## src/rtl/core/bb3_pkg.sv

```systemverilog
`default_nettype none
// ----------------------------------------------------------------------------
// bb3_pkg: shared types and constants for the 3x3 clamped box blur
// Holds size defaults, register indexes, stream codes, the controller state
// type and the command/status bundles between controller and datapath.
// ----------------------------------------------------------------------------
package bb3_pkg;

    localparam int DEF_MAX_WIDTH  = 1024;
    localparam int DEF_MAX_HEIGHT = 4096;

    localparam int CFG_W_BITS = 11;
    localparam int CFG_H_BITS = 13;
    localparam int CFG_D_BITS = 13;

    localparam logic [CFG_W_BITS-1:0] RST_FRAME_WIDTH  = 11'd1024;
    localparam logic [CFG_H_BITS-1:0] RST_FRAME_HEIGHT = 13'd1024;

    // register indexes
    localparam logic CFG_FRAME_WIDTH  = 1'b0;
    localparam logic CFG_FRAME_HEIGHT = 1'b1;

    // item kinds on tuser
    localparam logic MODE_PIXEL = 1'b0;
    localparam logic MODE_FLUSH = 1'b1;

    // rounding divide by reciprocal multiply:
    // quotient = (num * ceil(2^17 / 2n)) >> 17, exact for num below 4600
    localparam int NUM_BITS    = 13;
    localparam int RECIP_BITS  = 17;
    localparam int RECIP_SHIFT = 17;

    typedef enum logic [2:0] {
        ST_IDLE,
        ST_CHECK,
        ST_READ,
        ST_RD_LAST,
        ST_DIV_LD,
        ST_DIV,
        ST_OUT
    } t_state;

    typedef struct packed {
        logic       wr_en;
        logic       rd_en;
        logic       acc_clr;
        logic       div_start;
        logic       div_step;
        logic       out_load;
        logic       out_last;
        logic [3:0] count;
    } t_dp_cmd;

    typedef struct packed {
        logic out_free;
    } t_dp_sts;

endpackage
`default_nettype wire

```

## src/rtl/core/bb3_ctrl.sv

```systemverilog
`default_nettype none
// ----------------------------------------------------------------------------
// bb3_ctrl: blur controller
// Frame size registers, input/output raster counters, neighbourhood
// readiness check, window read sequencing and divide sequencing.
// ----------------------------------------------------------------------------
module bb3_ctrl
    import bb3_pkg::*;
#(
    parameter int MAX_WIDTH  = DEF_MAX_WIDTH,
    parameter int MAX_HEIGHT = DEF_MAX_HEIGHT,
    parameter int CW         = 10
) (
    input  wire logic                  i_clk,
    input  wire logic                  i_rst_n,
    input  wire logic                  i_cfg_we,
    input  wire logic                  i_cfg_idx,
    input  wire logic [CFG_D_BITS-1:0] i_cfg_data,
    input  wire logic                  i_in_valid,
    input  wire logic                  i_in_mode,
    output logic                       o_in_ready,
    output t_dp_cmd                    o_cmd,
    input  wire t_dp_sts               i_sts,
    output logic [1:0]                 o_wr_row,
    output logic [CW-1:0]              o_wr_col,
    output logic [1:0]                 o_rd_row,
    output logic [CW-1:0]              o_rd_col
);

    localparam int WW  = $clog2(MAX_WIDTH + 1);
    localparam int HW0 = $clog2(MAX_HEIGHT + 1);
    localparam int HW  = (HW0 < 2) ? 2 : HW0;

    t_state                r_state, n_state;
    logic [CFG_W_BITS-1:0] r_cfg_w, n_cfg_w;
    logic [CFG_H_BITS-1:0] r_cfg_h, n_cfg_h;
    logic [HW-1:0]         r_in_row, n_in_row, r_out_row, n_out_row;
    logic [WW-1:0]         r_in_col, n_in_col, r_out_col, n_out_col;
    logic                  r_draining, n_draining;
    logic [HW-1:0]         r_rd_row, n_rd_row, r_r1, n_r1;
    logic [WW-1:0]         r_rd_col, n_rd_col, r_c0, n_c0, r_c1, n_c1;
    logic [3:0]            r_count, n_count;

    logic [WW-1:0] aw;
    logic [HW-1:0] ah;
    logic [HW-1:0] rneed, r0;
    logic [WW-1:0] cneed, c0;
    logic [1:0]    nr, nc;
    logic          win_ready;
    logic          frame_end;

    // clamp the frame size into 1..MAX
    always_comb begin
        if (r_cfg_w == '0) begin
            aw = WW'(1);
        end else if (32'(r_cfg_w) > 32'(MAX_WIDTH)) begin
            aw = WW'(MAX_WIDTH);
        end else begin
            aw = WW'(r_cfg_w);
        end
        if (r_cfg_h == '0) begin
            ah = HW'(1);
        end else if (32'(r_cfg_h) > 32'(MAX_HEIGHT)) begin
            ah = HW'(MAX_HEIGHT);
        end else begin
            ah = HW'(r_cfg_h);
        end
    end

    always_comb begin
        rneed = (r_out_row < ah - 1'b1) ? r_out_row + 1'b1 : ah - 1'b1;
        cneed = (r_out_col < aw - 1'b1) ? r_out_col + 1'b1 : aw - 1'b1;
        r0    = (r_out_row != '0) ? r_out_row - 1'b1 : '0;
        c0    = (r_out_col != '0) ? r_out_col - 1'b1 : '0;
        nr    = 2'(rneed - r0) + 2'd1;
        nc    = 2'(cneed - c0) + 2'd1;
        win_ready = r_draining || (r_in_row > rneed)
                 || ((r_in_row == rneed) && (r_in_col > cneed));
        frame_end = (r_out_row == ah - 1'b1) && (r_out_col == aw - 1'b1);
    end

    always_comb begin
        n_state    = r_state;
        n_cfg_w    = r_cfg_w;
        n_cfg_h    = r_cfg_h;
        n_in_row   = r_in_row;
        n_in_col   = r_in_col;
        n_out_row  = r_out_row;
        n_out_col  = r_out_col;
        n_draining = r_draining;
        n_rd_row   = r_rd_row;
        n_rd_col   = r_rd_col;
        n_r1       = r_r1;
        n_c0       = r_c0;
        n_c1       = r_c1;
        n_count    = r_count;
        o_cmd      = '0;
        o_cmd.count = r_count;
        o_in_ready = 1'b0;

        case (r_state)
            ST_IDLE: begin
                o_in_ready = 1'b1;
                if (i_in_valid) begin
                    // a pixel during drain is dropped and acts as a flush
                    if (i_in_mode == MODE_PIXEL && !r_draining) begin
                        o_cmd.wr_en = 1'b1;
                        if (r_in_col == aw - 1'b1) begin
                            n_in_col = '0;
                            if (r_in_row == ah - 1'b1) begin
                                n_in_row   = '0;
                                n_draining = 1'b1;
                            end else begin
                                n_in_row = r_in_row + 1'b1;
                            end
                        end else begin
                            n_in_col = r_in_col + 1'b1;
                        end
                    end
                    n_state = ST_CHECK;
                end
            end
            ST_CHECK: begin
                if (win_ready) begin
                    o_cmd.acc_clr = 1'b1;
                    n_rd_row = r0;
                    n_rd_col = c0;
                    n_r1     = rneed;
                    n_c0     = c0;
                    n_c1     = cneed;
                    n_count  = 4'(nr) * 4'(nc);
                    n_state  = ST_READ;
                end else begin
                    n_state = ST_IDLE;
                end
            end
            ST_READ: begin
                o_cmd.rd_en = 1'b1;
                if (r_rd_col == r_c1) begin
                    n_rd_col = r_c0;
                    if (r_rd_row == r_r1) begin
                        n_state = ST_RD_LAST;
                    end else begin
                        n_rd_row = r_rd_row + 1'b1;
                    end
                end else begin
                    n_rd_col = r_rd_col + 1'b1;
                end
            end
            ST_RD_LAST: begin
                // let the last read land in the accumulators
                n_state = ST_DIV_LD;
            end
            ST_DIV_LD: begin
                o_cmd.div_start = 1'b1;
                n_state = ST_DIV;
            end
            ST_DIV: begin
                o_cmd.div_step = 1'b1;
                n_state = ST_OUT;
            end
            ST_OUT: begin
                if (i_sts.out_free) begin
                    o_cmd.out_load = 1'b1;
                    o_cmd.out_last = frame_end;
                    if (frame_end) begin
                        n_in_row   = '0;
                        n_in_col   = '0;
                        n_out_row  = '0;
                        n_out_col  = '0;
                        n_draining = 1'b0;
                    end else if (r_out_col == aw - 1'b1) begin
                        n_out_col = '0;
                        n_out_row = r_out_row + 1'b1;
                    end else begin
                        n_out_col = r_out_col + 1'b1;
                    end
                    n_state = ST_IDLE;
                end
            end
            default: begin
                n_state = ST_IDLE;
            end
        endcase

        // a register write restarts the frame
        if (i_cfg_we) begin
            if (i_cfg_idx == CFG_FRAME_WIDTH) begin
                n_cfg_w = i_cfg_data[CFG_W_BITS-1:0];
            end else begin
                n_cfg_h = i_cfg_data[CFG_H_BITS-1:0];
            end
            n_in_row   = '0;
            n_in_col   = '0;
            n_out_row  = '0;
            n_out_col  = '0;
            n_draining = 1'b0;
        end
    end

    always_ff @(posedge i_clk) begin
        if (!i_rst_n) begin
            r_state <= ST_IDLE;
        end else begin
            r_state <= n_state;
        end
    end

    always_ff @(posedge i_clk) begin
        if (!i_rst_n) begin
            r_cfg_w    <= RST_FRAME_WIDTH;
            r_cfg_h    <= RST_FRAME_HEIGHT;
            r_in_row   <= '0;
            r_in_col   <= '0;
            r_out_row  <= '0;
            r_out_col  <= '0;
            r_draining <= 1'b0;
        end else begin
            r_cfg_w    <= n_cfg_w;
            r_cfg_h    <= n_cfg_h;
            r_in_row   <= n_in_row;
            r_in_col   <= n_in_col;
            r_out_row  <= n_out_row;
            r_out_col  <= n_out_col;
            r_draining <= n_draining;
        end
        r_rd_row <= n_rd_row;
        r_rd_col <= n_rd_col;
        r_r1     <= n_r1;
        r_c0     <= n_c0;
        r_c1     <= n_c1;
        r_count  <= n_count;
    end

    assign o_wr_row = r_in_row[1:0];
    assign o_wr_col = r_in_col[CW-1:0];
    assign o_rd_row = r_rd_row[1:0];
    assign o_rd_col = r_rd_col[CW-1:0];

endmodule
`default_nettype wire

```

## config.mk

```make
export PLATFORM = sky130hd
export DESIGN_NAME = bb3_ctrl
export DESIGN_NICKNAME = d
export VERILOG_FILES = /design/src/rtl/core/bb3_pkg.sv /design/src/rtl/core/bb3_ctrl.sv
export SDC_FILE = /design/constraint.sdc
export NUM_CORES = 1
export LEC_CHECK = 0
export BUFFER_PORTS_ARGS = -buffer_cell sky130_fd_sc_hd__buf_2
export CAP_MARGIN = 20
export CELL_PAD_IN_SITES_DETAIL_PLACEMENT = 1
export CELL_PAD_IN_SITES_GLOBAL_PLACEMENT = 2
export CORE_ASPECT_RATIO = 1.75
export CORE_MARGIN = 5
export CORE_UTILIZATION = 41
export CTS_CLUSTER_SIZE = 28
export DETAILED_ROUTE_END_ITERATION = 10
export PLACE_DENSITY_LB_ADDON = 0.1
export SKIP_CTS_REPAIR_TIMING = 1
export SLEW_MARGIN = 40
export SYNTH_ARGS = -nofsm -noshare
export SYNTH_HDL_FRONTEND = slang
export SYNTH_SLANG_ARGS = --single-unit
```

## constraint.sdc

```tcl
create_clock -name i_clk -period 15.8 [get_ports i_clk]
set_clock_uncertainty 0.2 [all_clocks]
set_input_delay 3.16 -clock i_clk [delete_from_list [all_inputs] [get_ports i_clk]]
set_output_delay 3.16 -clock i_clk [all_outputs]
set_load 0.05 [all_outputs]
```

==> results.md <==
- Clk sinks: 139
- CTS H-tree lvls: 4
- Register Area: 3410 um^2
- RR Startpoint: r_cfg_w[6]
- Worst reg2reg setup slack: 8.29 ns
- Row cnt: 75
- Worst Hold End: r_cfg_h[0]
- Total leakage power: 4.14 nW
- Vias in the first global route: 9,322
- Worst hold path type: reg2reg
- Multi-input gate area: 6000 um^2
- DRC Markers: 0
- Max_cap viols: 0
- Iteration-0 DRC count of the detailed router: 438
- Area growth from synthesis to layout: 9.17%
- Slew Limit Fails: 0
- Initial antenna violation count: 0
- Result of the run: complete, no violations
- Die height: 217 um
- Syn avg cell area: 8.39 um^2
- Deepest clock path buffer count: 2
- Die area: 27,800 um^2
- Min Tclk post-route: 10.60 ns
- Via-to-Cell Ratio: 5.84
- Clock latency on the worst-skew pair: 0.44 ns
- CTS Buf Count: 17
- WL per Instance: 21.7 um
- Largest net degree at the start of global routing: 46
- PD cells: 99.6 nW/um^2
- Synthesized Nets: 1,273
- Via count: 8,831
- Antenna Nets Post-Route: 0
- Synth Register Bits: 139
- CP max FO: 15
- Floorplan core area: 24,000 um^2
- Reg2reg end: r_c1[2]
- Relative slew slack: 45.1%
- GRT Util Overall: 24.3%
- Tcrit/Tclk final: 67.1%
- EDFF count, synth: 63
- Final Hold Viols: 0
- # nets final: 1,268
- Routability cong.: 0.954
- Count of cell types in the netlist: 76
- VDD IR max: 0.0706 mV
- Hold_sp: r_cfg_h[0]
- Ys async rst share: 0%
- TritonRoute pass-1 iters: 6
- Grt ovf: 0
- RSZ-0062 raised after global routing: no
- Fmax: 94.3 MHz
- CP Data Required Time: 12.44 ns
- Die X: 128 um
- Worst-margin pin slew: 0.818 ns
- Final setup vio count: 0
- Total negative slack: 0 ns
- Ratio of cells with drive above 1 in the final layout: 11.8%
- Initial Util: 41.8%
- Worst Hold Depth: 2
- TritonCTS clock tree: yes
- Root Buffer Master: clkbuf_16
- Num ports: 56
- Commonest non-fill, non-tap cell in the layout: nand2_1
- Cell area after synthesis: 10,000 um^2
- Most frequent cells in the layout: nand2_1, nor2_1, a21oi_1
- Seq/Total Area, Yosys: 34.0%
- Port bufs: 55
- Antenna Cells: 0
- Synth Instances: 1,196
- Crit. End Element: output port
- FF-to-FF path depth: 23
- Setup CP Type: reg2out
- Top FF cell, synth: dfxtp_1
- Startpoint Class: register
- First-pass GRT wire length: 52.4 mm
- Clock Pin Slew Worst Setup and Hold Paths: 0.06 ns
- HPWL after DPL: 25.6 mm
- Fill cells: 2,948
- Total wire length: 32.8 mm
- Arr. time, crit path: 7.24 ns
- Synthesis warning total: 0
- Fin Hold WS: 0.302 ns
[report_power, final]
part           total [mW]  internal (mW)  switching, mW
clock               0.391          0.222          0.169
sequential          0.446          0.407         0.0386
combinational       0.255         0.0844          0.171
[kinds of logic after synthesis]
logic type	share of synthesized area (%)
flip-flops	34.0
AND/OR/NAND/NOR	22.0
XOR/XNOR	9.45
buffers and inverters	6.77
multiplexers	3.02
AO/OA/AOI/OAI	17.4
adder cells (fa/ha/maj)	7.44
[registers in the layout, indices dropped and copies added, names as in the netlist]
register,count
r_in_row,13
r_count,4
r_r1,13
r_state,3
r_rd_row,13
r_cfg_h,13
r_rd_col,11
r_cfg_w,11
r_c0,11
r_out_row,13
r_draining,1
r_c1,11
r_out_col,11
r_in_col,11
[metal layers]
| metal | part of all wire, % | GRT usage [%] | up-vias |
|---|---|---|---|
| li1 | - | - | 4259 |
| met1 | 37 | 24.9 | 4362 |
| met2 | 57 | 47.1 | 140 |
| met3 | 1.9 | 3.68 | 70 |
| met4 | 4.6 | 11.2 | 0 |
| met5 | 0 | 0 | - |
[layout make-up]
class / instances / area share (%)
well taps: 308 / 3.52
clock inverters: 12 / 1.05
clock buffers: 20 / 4.08
flip-flops and latches: 139 / 31.1
multi-input cells: 903 / 54.7
repair buffers: 66 / 3.27
inverters: 64 / 2.19
[how the worst max path moves through the flow]
| stage | to | startpoint | slack (ns) | cells after the start |
|---|---|---|---|---|
| after CTS | o_cmd[8] | r_cfg_w[6] | 5.12 | 26 |
| after floorplan | o_cmd[8] | r_cfg_h[8] | 4.92 | 30 |
| after global placement | o_cmd[8] | r_cfg_w[6] | 5.83 | 22 |
| after global routing | o_cmd[8] | r_cfg_w[6] | 4.66 | 26 |
| after detailed placement | o_cmd[8] | r_cfg_h[2] | 5.65 | 24 |
| final | o_cmd[8] | r_cfg_w[6] | 5.20 | 26 |
[worst max-delay path: stages, from the launching register on]
cell      delay (ns)
dfxtp_1         0.38
nor4_2          0.51
nand4b_1        0.23
a21oi_1         0.32
inv_1           0.11
ha_1            0.39
and2_1          0.26
a311oi_1        0.59
ha_1            0.37
a21oi_1         0.20
a21oi_1         0.10
o21a_1          0.22
a211o_1         0.53
nand2_1         0.17
o21a_1          0.22
inv_1           0.06
ha_1            0.30
nor2b_1         0.14
o21a_1          0.17
o21a_1          0.16
o21ai_0         0.14
nand2b_1        0.08
a21oi_1         0.14
a21oi_1         0.17
o22ai_1         0.52
nor2_4          0.08
buf_2           0.23
[cells in the mapped netlist, drive strengths merged, types with 13 or more instances]
cell type | count | area, um^2
xor2 | 35 | 307
o21a | 17 | 128
nand2b | 13 | 81.3
clkbuf | 55 | 206
o21ai | 63 | 315
mux2i | 19 | 190
nor2 | 89 | 337
dfxtp | 76 | 1520
nor3 | 25 | 125
xnor2 | 68 | 596
ha | 57 | 713
nand3 | 49 | 245
nand2 | 128 | 480
inv | 63 | 236
edfxtp | 63 | 1890
nor4 | 15 | 119
and3 | 34 | 213
a21oi | 81 | 413
nand4 | 18 | 113
buf | 35 | 233
[stage by stage]
| step | utilization, % | instances | area (um^2) | power [mW] | setup slack, ns |
|---|---|---|---|---|---|
| floorplan | - | 1196 | 10000 | 0.641 | 4.92 |
| global placement | 43.2 | 1480 | 10400 | 0.706 | 5.83 |
| detailed placement | 43.2 | 1480 | 10400 | 0.709 | 5.65 |
| CTS | 45.5 | 1512 | 10900 | 1.10 | 5.12 |
| global route | 45.6 | 1512 | 11000 | 1.15 | 4.66 |
| finish | 45.6 | 1512 | 11000 | 1.09 | 5.20 |
Power figures use the tool's default switching activity.
